## config.mk

```make
export PLATFORM = sky130hd
export DESIGN_NAME = assembler_source_lexer_flat
export DESIGN_NICKNAME = d
export VERILOG_FILES = /design/src/design/asl_pkg.sv /design/src/design/asl_if.sv /design/src/design/asl_core.sv /design/src/design/asl_out_fifo.sv /design/src/design/assembler_source_lexer.sv /design/src/flat_wrapper.sv
export SDC_FILE = /design/constraint.sdc
export NUM_CORES = 1
export LEC_CHECK = 0
export BUFFER_PORTS_ARGS = -buffer_cell sky130_fd_sc_hd__buf_2
export CELL_PAD_IN_SITES_DETAIL_PLACEMENT = 0
export CELL_PAD_IN_SITES_GLOBAL_PLACEMENT = 2
export CORE_MARGIN = 1.5
export CORE_UTILIZATION = 45
export DETAILED_ROUTE_END_ITERATION = 7
export PLACE_DENSITY = 0.89
export SLEW_MARGIN = 30
export SYNTH_ARGS = -nofsm -noshare
export SYNTH_HDL_FRONTEND = slang
export SYNTH_SLANG_ARGS = --single-unit
```

## constraint.sdc

```tcl
create_clock -name clk -period 14.5 [get_ports clk]
set_clock_uncertainty 0.2 [all_clocks]
set_input_delay 0.725 -clock clk [delete_from_list [all_inputs] [get_ports clk]]
set_output_delay 0.725 -clock clk [all_outputs]
set_load 0.01 [all_outputs]
```

## src/design/asl_pkg.sv

```systemverilog
package asl_pkg;

  localparam logic [1:0] KIND_MNEMONIC = 2'd0;
  localparam logic [1:0] KIND_NUMBER   = 2'd1;
  localparam logic [1:0] KIND_COMMA    = 2'd2;
  localparam logic [1:0] KIND_ERROR    = 2'd3;

  localparam logic [15:0] SAT_MAX = 16'hFFFF;

  typedef struct packed {
    logic [1:0]  token_kind;
    logic [63:0] mnemonic_chars;
    logic [3:0]  mnemonic_length;
    logic        mnemonic_too_long;
    logic [15:0] number_value;
    logic        number_out_of_range;
    logic [15:0] line_number;
    logic [15:0] column_position;
    logic [15:0] token_index;
    logic        last_of_run;
  } result_t;

  function automatic logic [15:0] sat_inc(input logic [15:0] v);
    return (v == SAT_MAX) ? SAT_MAX : v + 16'd1;
  endfunction

endpackage

```

## src/design/asl_if.sv

```systemverilog
interface asl_in_if;
  logic       valid;
  logic       ready;
  logic [7:0] character;
  logic       end_of_source;

  modport source (output valid, character, end_of_source, input ready);
  modport sink (input valid, character, end_of_source, output ready);
endinterface

interface asl_out_if;
  logic        valid;
  logic        ready;
  logic [1:0]  token_kind;
  logic [63:0] mnemonic_chars;
  logic [3:0]  mnemonic_length;
  logic        mnemonic_too_long;
  logic [15:0] number_value;
  logic        number_out_of_range;
  logic [15:0] line_number;
  logic [15:0] column_position;
  logic [15:0] token_index;
  logic        last_of_run;

  modport source (output valid, token_kind, mnemonic_chars, mnemonic_length,
                  mnemonic_too_long, number_value, number_out_of_range,
                  line_number, column_position, token_index, last_of_run,
                  input ready);
  modport sink (input valid, token_kind, mnemonic_chars, mnemonic_length,
                mnemonic_too_long, number_value, number_out_of_range,
                line_number, column_position, token_index, last_of_run,
                output ready);
endinterface

```

## src/design/asl_core.sv

```systemverilog
module asl_core #(
  parameter int MNEMONIC_CHARS = 8
) (
  input  logic             clk,
  input  logic             rst,
  input  logic             go,
  input  logic [7:0]       character,
  input  logic             end_of_source,
  output asl_pkg::result_t res_first,
  output asl_pkg::result_t res_second,
  output logic [1:0]       res_count
);
  import asl_pkg::*;

  localparam int BufW = MNEMONIC_CHARS * 8;
  localparam int CntW = $clog2(MNEMONIC_CHARS + 1);

  localparam logic [1:0] MODE_IDLE    = 2'd0;
  localparam logic [1:0] MODE_LETTERS = 2'd1;
  localparam logic [1:0] MODE_DIGITS  = 2'd2;
  localparam logic [1:0] MODE_HALTED  = 2'd3;

  localparam logic [7:0] CHAR_UPPER_A = 8'h41;
  localparam logic [7:0] CHAR_UPPER_Z = 8'h5A;
  localparam logic [7:0] CHAR_LOWER_A = 8'h61;
  localparam logic [7:0] CHAR_LOWER_Z = 8'h7A;
  localparam logic [7:0] CHAR_ZERO    = 8'h30;
  localparam logic [7:0] CHAR_NINE    = 8'h39;
  localparam logic [7:0] CHAR_COMMA   = 8'h2C;
  localparam logic [7:0] CHAR_NEWLINE = 8'h0A;
  localparam logic [7:0] CHAR_SPACE   = 8'h20;
  localparam logic [7:0] CHAR_TAB     = 8'h09;
  localparam logic [7:0] CHAR_VTAB    = 8'h0B;
  localparam logic [7:0] CHAR_FORM    = 8'h0C;
  localparam logic [7:0] CHAR_RETURN  = 8'h0D;

  logic [1:0]      mode, mode_next;
  logic [BufW-1:0] letter_buffer, letter_buffer_next;
  logic [CntW-1:0] letter_count, letter_count_next;
  logic            letters_overflowed, letters_overflowed_next;
  logic [15:0]     number_accumulator, number_accumulator_next;
  logic            number_overflowed, number_overflowed_next;
  logic [15:0]     line_count, line_count_next;
  logic [15:0]     column_count, column_count_next;
  logic [15:0]     token_count, token_count_next;

  logic            is_letter, is_digit, is_space, halted, flush_start, tail_valid;
  logic [19:0]     digit_sum;
  result_t         res_flush, res_tail;

  // Builds the token for a pending letter or digit run.
  function automatic result_t run_token(input logic letters, input logic [63:0] chars,
                                        input logic [3:0] len, input logic too_long,
                                        input logic [15:0] value, input logic oor,
                                        input logic [15:0] line, input logic [15:0] col,
                                        input logic [15:0] idx);
    result_t r;
    r = '0;
    r.line_number     = line;
    r.column_position = col;
    r.token_index     = idx;
    if (letters) begin
      r.token_kind        = KIND_MNEMONIC;
      r.mnemonic_chars    = chars;
      r.mnemonic_length   = len;
      r.mnemonic_too_long = too_long;
    end else begin
      r.token_kind          = KIND_NUMBER;
      r.number_value        = value;
      r.number_out_of_range = oor;
    end
    return r;
  endfunction

  always_comb begin
    is_letter = (character >= CHAR_UPPER_A && character <= CHAR_UPPER_Z) ||
                (character >= CHAR_LOWER_A && character <= CHAR_LOWER_Z);
    is_digit  = character >= CHAR_ZERO && character <= CHAR_NINE;
    is_space  = character == CHAR_SPACE || character == CHAR_TAB ||
                character == CHAR_VTAB || character == CHAR_FORM ||
                character == CHAR_RETURN;
    halted    = mode == MODE_HALTED;
    flush_start = !halted && ((mode == MODE_LETTERS && !is_letter) ||
                              (mode == MODE_DIGITS && !is_digit));

    res_flush = run_token(mode == MODE_LETTERS, 64'(letter_buffer), 4'(letter_count),
                          letters_overflowed, number_accumulator, number_overflowed,
                          line_count, column_count, token_count);
    res_tail   = '0;
    tail_valid = 1'b0;
    digit_sum  = '0;

    mode_next               = mode;
    letter_buffer_next      = letter_buffer;
    letter_count_next       = letter_count;
    letters_overflowed_next = letters_overflowed;
    number_accumulator_next = number_accumulator;
    number_overflowed_next  = number_overflowed;
    line_count_next         = line_count;
    column_count_next       = column_count;
    token_count_next        = token_count;

    if (flush_start) begin
      mode_next               = MODE_IDLE;
      letter_buffer_next      = '0;
      letter_count_next       = '0;
      letters_overflowed_next = 1'b0;
      number_accumulator_next = '0;
      number_overflowed_next  = 1'b0;
      column_count_next       = sat_inc(column_count);
      token_count_next        = sat_inc(token_count);
    end

    if (!halted) begin
      if (is_letter) begin
        mode_next = MODE_LETTERS;
        if (letter_count_next < CntW'(MNEMONIC_CHARS)) begin
          for (int i = 0; i < MNEMONIC_CHARS; i++) begin
            if (letter_count_next == CntW'(i)) letter_buffer_next[8*i +: 8] = character;
          end
          letter_count_next = letter_count_next + CntW'(1);
        end else begin
          letters_overflowed_next = 1'b1;
        end
      end else if (is_digit) begin
        mode_next = MODE_DIGITS;
        digit_sum = 20'(number_accumulator_next) * 20'd10 + 20'(character[3:0]);
        if (digit_sum > 20'(SAT_MAX)) begin
          number_accumulator_next = SAT_MAX;
          number_overflowed_next  = 1'b1;
        end else begin
          number_accumulator_next = digit_sum[15:0];
        end
      end else if (character == CHAR_COMMA) begin
        tail_valid                = 1'b1;
        res_tail.token_kind       = KIND_COMMA;
        res_tail.line_number      = line_count_next;
        res_tail.column_position  = column_count_next;
        res_tail.token_index      = token_count_next;
        token_count_next          = sat_inc(token_count_next);
        column_count_next         = sat_inc(column_count_next);
      end else if (character == CHAR_NEWLINE) begin
        line_count_next   = sat_inc(line_count);
        column_count_next = '0;
      end else if (is_space) begin
        column_count_next = sat_inc(column_count_next);
      end else begin
        tail_valid               = 1'b1;
        res_tail.token_kind      = KIND_ERROR;
        res_tail.line_number     = line_count_next;
        res_tail.column_position = column_count_next;
        res_tail.token_index     = token_count_next;
        mode_next                = MODE_HALTED;
      end
    end

    if (end_of_source) begin
      // A run still open after this byte can only follow a letter or digit,
      // so the tail slot is free for it.
      if (mode_next == MODE_LETTERS || mode_next == MODE_DIGITS) begin
        tail_valid = 1'b1;
        res_tail   = run_token(mode_next == MODE_LETTERS, 64'(letter_buffer_next),
                               4'(letter_count_next), letters_overflowed_next,
                               number_accumulator_next, number_overflowed_next,
                               line_count_next, column_count_next, token_count_next);
      end
      mode_next               = MODE_IDLE;
      letter_buffer_next      = '0;
      letter_count_next       = '0;
      letters_overflowed_next = 1'b0;
      number_accumulator_next = '0;
      number_overflowed_next  = 1'b0;
      line_count_next         = '0;
      column_count_next       = '0;
      token_count_next        = '0;
    end

    res_flush.last_of_run = !tail_valid;
    res_tail.last_of_run  = 1'b1;
    res_first  = flush_start ? res_flush : res_tail;
    res_second = res_tail;
    res_count  = 2'(flush_start) + 2'(tail_valid);
  end

  always_ff @(posedge clk) begin
    if (rst) begin
      mode               <= MODE_IDLE;
      letter_buffer      <= '0;
      letter_count       <= '0;
      letters_overflowed <= 1'b0;
      number_accumulator <= '0;
      number_overflowed  <= 1'b0;
      line_count         <= '0;
      column_count       <= '0;
      token_count        <= '0;
    end else if (go) begin
      mode               <= mode_next;
      letter_buffer      <= letter_buffer_next;
      letter_count       <= letter_count_next;
      letters_overflowed <= letters_overflowed_next;
      number_accumulator <= number_accumulator_next;
      number_overflowed  <= number_overflowed_next;
      line_count         <= line_count_next;
      column_count       <= column_count_next;
      token_count        <= token_count_next;
    end
  end

  a_eos_clears: assert property (@(posedge clk) disable iff (rst)
    go && end_of_source |=> mode == MODE_IDLE && token_count == '0 && line_count == '0)
    else $error("state not cleared after end of source");

  a_count_bound: assert property (@(posedge clk) disable iff (rst)
    letter_count <= CntW'(MNEMONIC_CHARS))
    else $error("letter count beyond mnemonic capacity");

  a_halted_silent: assert property (@(posedge clk) disable iff (rst)
    mode == MODE_HALTED |-> res_count == 2'd0)
    else $error("halted lexer produced a result");

endmodule

```

## src/design/asl_out_fifo.sv

```systemverilog
module asl_out_fifo (
  input  logic             clk,
  input  logic             rst,
  input  logic [1:0]       need,
  output logic             fits,
  input  logic [1:0]       push_count,
  input  asl_pkg::result_t push_first,
  input  asl_pkg::result_t push_second,
  asl_out_if.source        tokens
);
  import asl_pkg::*;

  localparam int Depth = 4;

  result_t     entries [Depth];
  logic [1:0]  rd_ptr, wr_ptr;
  logic [2:0]  count, count_next;
  logic        pop;
  logic [2:0]  count_after_pop;
  result_t     head;

  assign pop             = count != 3'd0 && tokens.ready;
  assign count_after_pop = count - 3'(pop);
  assign fits            = 4'(count_after_pop) + 4'(need) <= 4'(Depth);
  assign count_next      = count_after_pop + 3'(push_count);

  always_ff @(posedge clk) begin
    if (rst) begin
      rd_ptr <= '0;
      wr_ptr <= '0;
      count  <= '0;
    end else begin
      rd_ptr <= rd_ptr + 2'(pop);
      wr_ptr <= wr_ptr + push_count;
      count  <= count_next;
    end
  end

  always_ff @(posedge clk) begin
    if (push_count != 2'd0) entries[wr_ptr] <= push_first;
    if (push_count == 2'd2) entries[wr_ptr + 2'd1] <= push_second;
  end

  assign head = entries[rd_ptr];

  assign tokens.valid               = count != 3'd0;
  assign tokens.token_kind          = head.token_kind;
  assign tokens.mnemonic_chars      = head.mnemonic_chars;
  assign tokens.mnemonic_length     = head.mnemonic_length;
  assign tokens.mnemonic_too_long   = head.mnemonic_too_long;
  assign tokens.number_value        = head.number_value;
  assign tokens.number_out_of_range = head.number_out_of_range;
  assign tokens.line_number         = head.line_number;
  assign tokens.column_position     = head.column_position;
  assign tokens.token_index         = head.token_index;
  assign tokens.last_of_run         = head.last_of_run;

  a_no_overflow: assert property (@(posedge clk) disable iff (rst)
    4'(count_after_pop) + 4'(push_count) <= 4'(Depth))
    else $error("result queue overflow");

  a_count_bound: assert property (@(posedge clk) disable iff (rst)
    count <= 3'(Depth))
    else $error("result queue count out of range");

endmodule

```

## src/design/assembler_source_lexer.sv

```systemverilog
// Channel  | Direction | Transaction
// ---------+-----------+-----------------------------------------------
// source   | in        | one source byte plus its end-of-source mark
// tokens   | out       | one token or error result, last_of_run on the last
//
// A byte is registered on acceptance and its zero, one or two results are
// written into a four-entry result queue once the queue has room for them.
// With the queue draining, one byte is taken per cycle; a byte that yields
// two results needs two output transactions, so the output port bounds the rate.
// A byte waits in the input register while the queue lacks room for its results.
// Reset (rst, synchronous) clears the lexer state and empties the queue.
module assembler_source_lexer #(
  parameter int MNEMONIC_CHARS = 8
) (
  input logic        clk,
  input logic        rst,
  asl_in_if.sink     source,
  asl_out_if.source  tokens
);
  import asl_pkg::*;

  logic       in_valid;
  logic [7:0] in_character;
  logic       in_end_of_source;
  logic       commit, fits;
  logic [1:0] res_count;
  result_t    res_first, res_second;

  assign commit       = in_valid && fits;
  assign source.ready = !in_valid || commit;

  always_ff @(posedge clk) begin
    if (rst) begin
      in_valid <= 1'b0;
    end else if (source.ready) begin
      in_valid <= source.valid;
    end
  end

  always_ff @(posedge clk) begin
    if (source.ready && source.valid) begin
      in_character     <= source.character;
      in_end_of_source <= source.end_of_source;
    end
  end

  asl_core #(.MNEMONIC_CHARS(MNEMONIC_CHARS)) u_core (
    .clk           (clk),
    .rst           (rst),
    .go            (commit),
    .character     (in_character),
    .end_of_source (in_end_of_source),
    .res_first     (res_first),
    .res_second    (res_second),
    .res_count     (res_count)
  );

  asl_out_fifo u_out_fifo (
    .clk         (clk),
    .rst         (rst),
    .need        (res_count),
    .fits        (fits),
    .push_count  (commit ? res_count : 2'd0),
    .push_first  (res_first),
    .push_second (res_second),
    .tokens      (tokens)
  );

endmodule
```

## src/flat_wrapper.sv

```systemverilog
// flat-port wrapper written by rule: the top's interface ports become plain ports
module assembler_source_lexer_flat import asl_pkg::*;
#(
  parameter int MNEMONIC_CHARS = 8
)
  (clk, rst, source_valid, source_character, source_end_of_source, source_ready, tokens_valid, tokens_token_kind, tokens_mnemonic_chars, tokens_mnemonic_length, tokens_mnemonic_too_long, tokens_number_value, tokens_number_out_of_range, tokens_line_number, tokens_column_position, tokens_token_index, tokens_last_of_run, tokens_ready);
  asl_in_if source_i ();
  asl_out_if tokens_i ();
  input logic clk;
  input logic rst;
  input wire logic [$bits(source_i.valid)-1:0] source_valid;
  input wire logic [$bits(source_i.character)-1:0] source_character;
  input wire logic [$bits(source_i.end_of_source)-1:0] source_end_of_source;
  output wire logic [$bits(source_i.ready)-1:0] source_ready;
  output wire logic [$bits(tokens_i.valid)-1:0] tokens_valid;
  output wire logic [$bits(tokens_i.token_kind)-1:0] tokens_token_kind;
  output wire logic [$bits(tokens_i.mnemonic_chars)-1:0] tokens_mnemonic_chars;
  output wire logic [$bits(tokens_i.mnemonic_length)-1:0] tokens_mnemonic_length;
  output wire logic [$bits(tokens_i.mnemonic_too_long)-1:0] tokens_mnemonic_too_long;
  output wire logic [$bits(tokens_i.number_value)-1:0] tokens_number_value;
  output wire logic [$bits(tokens_i.number_out_of_range)-1:0] tokens_number_out_of_range;
  output wire logic [$bits(tokens_i.line_number)-1:0] tokens_line_number;
  output wire logic [$bits(tokens_i.column_position)-1:0] tokens_column_position;
  output wire logic [$bits(tokens_i.token_index)-1:0] tokens_token_index;
  output wire logic [$bits(tokens_i.last_of_run)-1:0] tokens_last_of_run;
  input wire logic [$bits(tokens_i.ready)-1:0] tokens_ready;
  assign source_i.valid = source_valid;
  assign source_i.character = source_character;
  assign source_i.end_of_source = source_end_of_source;
  assign source_ready = source_i.ready;
  assign tokens_valid = tokens_i.valid;
  assign tokens_token_kind = tokens_i.token_kind;
  assign tokens_mnemonic_chars = tokens_i.mnemonic_chars;
  assign tokens_mnemonic_length = tokens_i.mnemonic_length;
  assign tokens_mnemonic_too_long = tokens_i.mnemonic_too_long;
  assign tokens_number_value = tokens_i.number_value;
  assign tokens_number_out_of_range = tokens_i.number_out_of_range;
  assign tokens_line_number = tokens_i.line_number;
  assign tokens_column_position = tokens_i.column_position;
  assign tokens_token_index = tokens_i.token_index;
  assign tokens_last_of_run = tokens_i.last_of_run;
  assign tokens_i.ready = tokens_ready;
  assembler_source_lexer #(.MNEMONIC_CHARS(MNEMONIC_CHARS)) u_core (.clk(clk), .rst(rst), .source(source_i), .tokens(tokens_i));
endmodule
```

# --- Yosys cells after proc, flatten, opt, wreduce, memory -nomap -nowiden ---
# Memories as Yosys holds them, arrays and structs flattened. A register that Yosys moved wholly into a read port is not among the register bits.
# Cells that the tools add are included.
word_totals:
  ff_bits: 153
  ramBits: 548
  output_inout_bits: 139
  elab_cells: 193
  mem_count: 1
mem_list:
  columns: ["memory", "depth", "width", "rd", "rd_ports_with_merged_regs", "wr", "line_no", "text"]
  rows:
  - ["u_core.u_out_fifo.entries", 4, 137, 1, 1, 2, "asl_out_fifo.sv:15", "result_t entries [Depth];"]
op_classes:
  addsub: 14
  mul: 1
  order_cmp: 9
  n_eq_ne: 25
  n_mux: 103
  n_reduce_logical: 25
op_table:
  columns: ["op", "count"]
  rows:
  - ["$mux W16", 31]
  - ["$mux W137", 3]
  - ["$mux W64", 5]
  - ["$mux W48", 6]
  - ["$mux W69", 2]
  - ["$add A16 B1 Y16 const B", 5]
  - ["$eq A16 B16 Y1 const B", 5]
  - ["$mux W8", 8]
  - ["$eq A8 B4 Y1 const B", 5]
  - ["$mux W17", 2]
  - ["$mux W2", 16]
  - ["$mux W1", 25]
  - ["$add A20 B4 Y20", 1]
  - ["$gt A20 B16 Y1 const B", 1]
  - ["$mux W4", 5]
  - ["$mul A16 B3 Y19 const B", 1]
  - ["$eq A4 B3 Y1 const B", 4]
  - ["$eq A8 B6 Y1 const B", 2]
  - ["$ge A8 B7 Y1 const B", 2]
  - ["$le A8 B7 Y1 const B", 2]
  - ["$logic_and A1 B1 Y1", 9]
  - ["$eq A2 B2 Y1 const B", 4]
  - ["$eq A4 B2 Y1 const B", 2]
  - ["$ge A8 B6 Y1 const B", 1]
  - ["other kinds (18)", 30]

# --- Longest topological paths before layout ---
logic_depth:
  depth_word: 26
  mapped_depth: 26

# --- Cells and area by module ---
# Synthesis repeated with hierarchy kept, for this count alone.
hier_totals:
  cells_unflattened: 3401
  hier_area_um2: 42055.3
modules_own_cells:
  columns: ["mod", "instances", "cells_per_inst", "area_per_inst_um2", "seq_area_each_um2"]
  rows:
  - ["asl_out_fifo", 1, 1381, 28160.8, 16595.9]
  - ["asl_core", 1, 2003, 13546.7, 2722.6]
  - ["assembler_source_lexer", 1, 17, 347.8, 290.3]

# --- Worst setup path before layout ---
# No wires, ideal clock.
synth_path:
  kind: "reg-to-reg"
  from: "register u_core.in_character[0]"
  to: "memory u_core.u_out_fifo.entries[2][124] (netlist name) (data pin)"
  setup_ps: 167
  arrival_time_ps: 9338
  required_time_ps: 14133
  slack_ps: 4795
  stages_incl_launch_ff: 25
  n_path_buf: 9
  period_less_slack_ps: 9705
  path_cell_list: "edfxtp_1 > buf_6 > nor4_2 > and3_1 > buf_4 > nor3_2 > inv_2 > clkbuf_1 > buf_1 > clkbuf_1 > clkbuf_1 > buf_1 > ha_1 > ha_1 > inv_1 > fa_1 > nor2b_1 > o221a_2 > clkbuf_1 > o21ai_0 > nor2_1 > nor2_1 > inv_1 > clkbuf_1 > a22o_1"
synth_lines:
  columns: ["item", "line_no", "text"]
  rows:
  - ["from (decl)", "assembler_source_lexer.sv:23", "logic [7:0] in_character;"]
  - ["from (signal assigned)", "assembler_source_lexer.sv:42", "in_character <= source.character;"]
  - ["to (decl)", "asl_out_fifo.sv:15", null]

==> out/results.ini <==
[yosys]
synthArstFlopShare_pct=0
syn_area_sq_um=38200
synth-compound-area-share_pct=20.1
yosys.area_share.simple_pct=13.9
synthAdderAreaFrac_pct=1.37
yosys_warnings=0
synthesis.nets=3640
synth_cells=3587
synth_edf_count=553
synth.distinct_cells=104
synth-xor-area-share_pct=1.03
syn_avg_cell_area_sq_um=10.6
synth_top_family_by_area=compound AO/OA/AOI/OAI gates
ys_seq_elements=701
seq_area_frac_synth_pct=51.2
synth_ff_type=edfxtp_1
synthMuxAreaShare_pct=8.62

[clock_tree]
numCtsBuffers=76
root_buffer=clkbuf_16
clkSinkCount=701
cts_max_level=3
clock_latency_ns=0.64
clockBufferDepth=3
postCtsHoldBufs=0
cts_setup_buffers=0
cts_resized=0
cts_tree=yes
clkTransAtPathRegs_ns=0.06

[die]
coreArea_sq_um=83800
start_util_pct=45.6
ios=152
die_width_um=294
rows=106
chipHeight_um=294
dieArea_sq_um=86600

[timing]
period_needed_ns=9.04
timing.slew.headroom_pct=26.7
final_hold_viol_count=0
tns_ns=0
fmax_mhz=111
grt_setup_unrepaired=false
fin_crit_sh_pct=62.3
holdWs_ns=0.122
setup-violations-final=0
slew_violations=0
tightestPinTransition_ns=1.09

[worst_setup_path]
reg2reg_depth=21
critical_path_class=reg -> reg
critPathCaptureType=flip-flop
cp-startpoint=u_core.in_character[4]
critPathCapture=u_core.u_out_fifo.entries[0][101]
r2r-start=u_core.in_character[4]
cp_data_arrival_time_ns=9.09
rr_endpoint=u_core.u_out_fifo.entries[0][101]
rrSetupSlack_ns=5.46
crit_fanout=53
start_kind=flip-flop
worstPathRequired_ns=14.55

[placement]
port_buffers=151
dp.cells=4617
hpwl_um=83200
gp_congestion=0.907

[hold_path]
hold_class=in -> reg
min-delay-start=source_character[0]

[global_route]
grt_pass1_wl_um=199000
first_global_vias=30800
grt.overflow.total=0
grt_max_degree=137
antenna_found_initial=2
grtUsageTotal_pct=30.6

[cells_and_area]
nets=3615
area_growth_pct=10.9
final_layout_size_suffix_gt1_share_pct=16.0
finalNonFillerCells=4758

[drt]
wl_met1_um=54200
top_layer=met5
firstDrtPassIters=8
avgViaCountPerCell=6.69
vias=31800
wl_met3_um=12900
wl_um=135000
drc=0
routedWlPerCell_um=28.4
wl_met2_um=64000
drt_iter0_drc=3987
ant_nets=0

[flow_run]
drv_cap=0

[outcome]
status=finished, final reports clean

[power_and_ir_drop]
p_leak_nw=13.8
power_density_nw_per_um2=155
power_w=0.00655
ir_worst_vdd_mv=0.128

[critical path, stage by stage, from the launching register on]
cell and delay (ns):
edfxtp_1 0.84, inv_2 0.37, o2bb2ai_1 0.34, nor3b_2 0.52
or2_2 0.22, ha_1 0.18, nor2b_2 0.06, nor2_2 0.55
inv_1 0.41, ha_1 0.60, ha_1 0.23, inv_1 0.06
fa_1 0.53, nor2b_1 0.31, o221a_2 0.26, buf_4 0.45
nand2_1 0.32, nor2_1 0.34, nand3_1 0.13, buf_4 0.28
nand2_4 0.56, buf_4 0.86
[routing by layer]
metal | GRT usage, % | up-vias
li1 | - | 13800
met1 | 41.5 | 15900
met2 | 49.5 | 1903
met3 | 4.96 | 254
met4 | 10.8 | 2
met5 | 0 | -
[final cells by class]
type | instances | area, sq um
multi-input cells | 2524 | 17400
well taps | 1134 | 1420
diodes | 1 | 2.50
fillers | 7454 | 41500
repair buffers | 227 | 1390
flip-flops and latches | 701 | 19600
clock buffers | 107 | 2150
clock inverters | 32 | 315
inverters | 32 | 125
[through the flow]
step / instance area (sq um) / setup slack [ns] / utilization, %
2_1_floorplan: 38200 / 4.80 / -
3_3_place_gp: 39800 / 5.09 / 47.5
3_5_place_dp: 39900 / 5.41 / 47.6
4_1_cts: 42300 / 5.35 / 50.5
5_1_grt: 42400 / 5.12 / 50.5
6_report: 42400 / 5.46 / 50.5
[logic make-up after synthesis]
| logic type | Yosys count |
|---|---|
| and+or+nand+nor | 1139 |
| buffers and inverters | 362 |
| adders and majority gates | 40 |
| muxes | 157 |
| DFF | 701 |
| AOI/OAI and AO/OA | 1143 |
| xor gates and xnor gates | 45 |
[cell usage after synthesis (all sizes together), types with 26 or more instances]
| master | n | area share (%) |
|---|---|---|
| edfxtp | 553 | 43 |
| nor2 | 391 | 3.8 |
| nand2 | 367 | 3.6 |
| a21oi | 289 | 3.8 |
| clkbuf | 254 | 2.5 |
| o21ai | 211 | 2.8 |
| o22ai | 162 | 2.7 |
| dfxtp | 148 | 7.8 |
| mux4 | 137 | 8.1 |
| a22o | 131 | 3.0 |
| buf | 76 | 0.98 |
| nand3 | 62 | 0.84 |
| nor3 | 58 | 0.79 |
| and2 | 54 | 0.88 |
| and3 | 52 | 0.85 |
| a22oi | 51 | 1.0 |
| a32o | 51 | 1.3 |
| a31oi | 38 | 0.64 |
| ha | 37 | 1.2 |
| inv | 32 | 0.31 |
| xnor2 | 32 | 0.73 |
| a32oi | 26 | 0.60 |
[worst min path at each step]
stage               cells after the start                               to  slack (ns)
floorplan                               2  u_core.u_out_fifo.entries[2][0]        0.25
detailed placement                      2  u_core.u_out_fifo.entries[3][0]        0.27
CTS                                     1           u_core.in_character[0]        0.10
global placement                        2  u_core.u_out_fifo.entries[3][0]        0.26
finish                                  1           u_core.in_character[0]        0.12
global route                            1           u_core.in_character[0]        0.11
[cells in the final DEF, fill, tap and decap left out, types with 14 or more instances in the layout]
master | Yosys | layout
clkbuf_16 | 0 | 78
nand2_1 | 367 | 362
a32oi_1 | 26 | 26
a32o_1 | 51 | 51
mux4_2 | 137 | 137
nor3_1 | 56 | 53
o211ai_1 | 14 | 14
and2_1 | 52 | 52
o32ai_1 | 15 | 15
ha_1 | 37 | 37
a31oi_1 | 37 | 37
o21ai_1 | 25 | 22
a22o_1 | 131 | 131
edfxtp_1 | 553 | 553
dfxtp_1 | 148 | 146
o21a_1 | 17 | 17
nand4_1 | 21 | 21
inv_1 | 30 | 29
a21oi_1 | 284 | 280
xnor2_1 | 32 | 32
o22ai_1 | 162 | 162
o21ai_0 | 183 | 183
a21o_1 | 20 | 20
clkbuf_1 | 253 | 20
buf_4 | 4 | 72
buf_2 | 18 | 150
and3_1 | 52 | 51
nand2b_1 | 22 | 22
nor2b_1 | 20 | 18
a22oi_1 | 51 | 51
nand3_1 | 60 | 59
nor2_1 | 390 | 377
[flip-flops by register name, indices dropped and copies added (netlist names), 4 cells and up]
signal,count
u_core.in_character,8
u_core.u_core.number_accumulator,16
u_core.u_core.letter_buffer,64
u_core.u_out_fifo.entries,548
u_core.u_core.letter_count,4
u_core.u_core.line_count,16
u_core.u_core.column_count,16
u_core.u_core.token_count,16
[power breakdown]
| part | internal, W | leakage (nW) | switching (W) |
|---|---|---|---|
| Combinational | 0.000652 | 5.85 | 0.00143 |
| Clock | 0.00111 | 1.20 | 0.000838 |
| Sequential | 0.00242 | 6.73 | 0.0000984 |
Power figures use the tool's default switching activity.
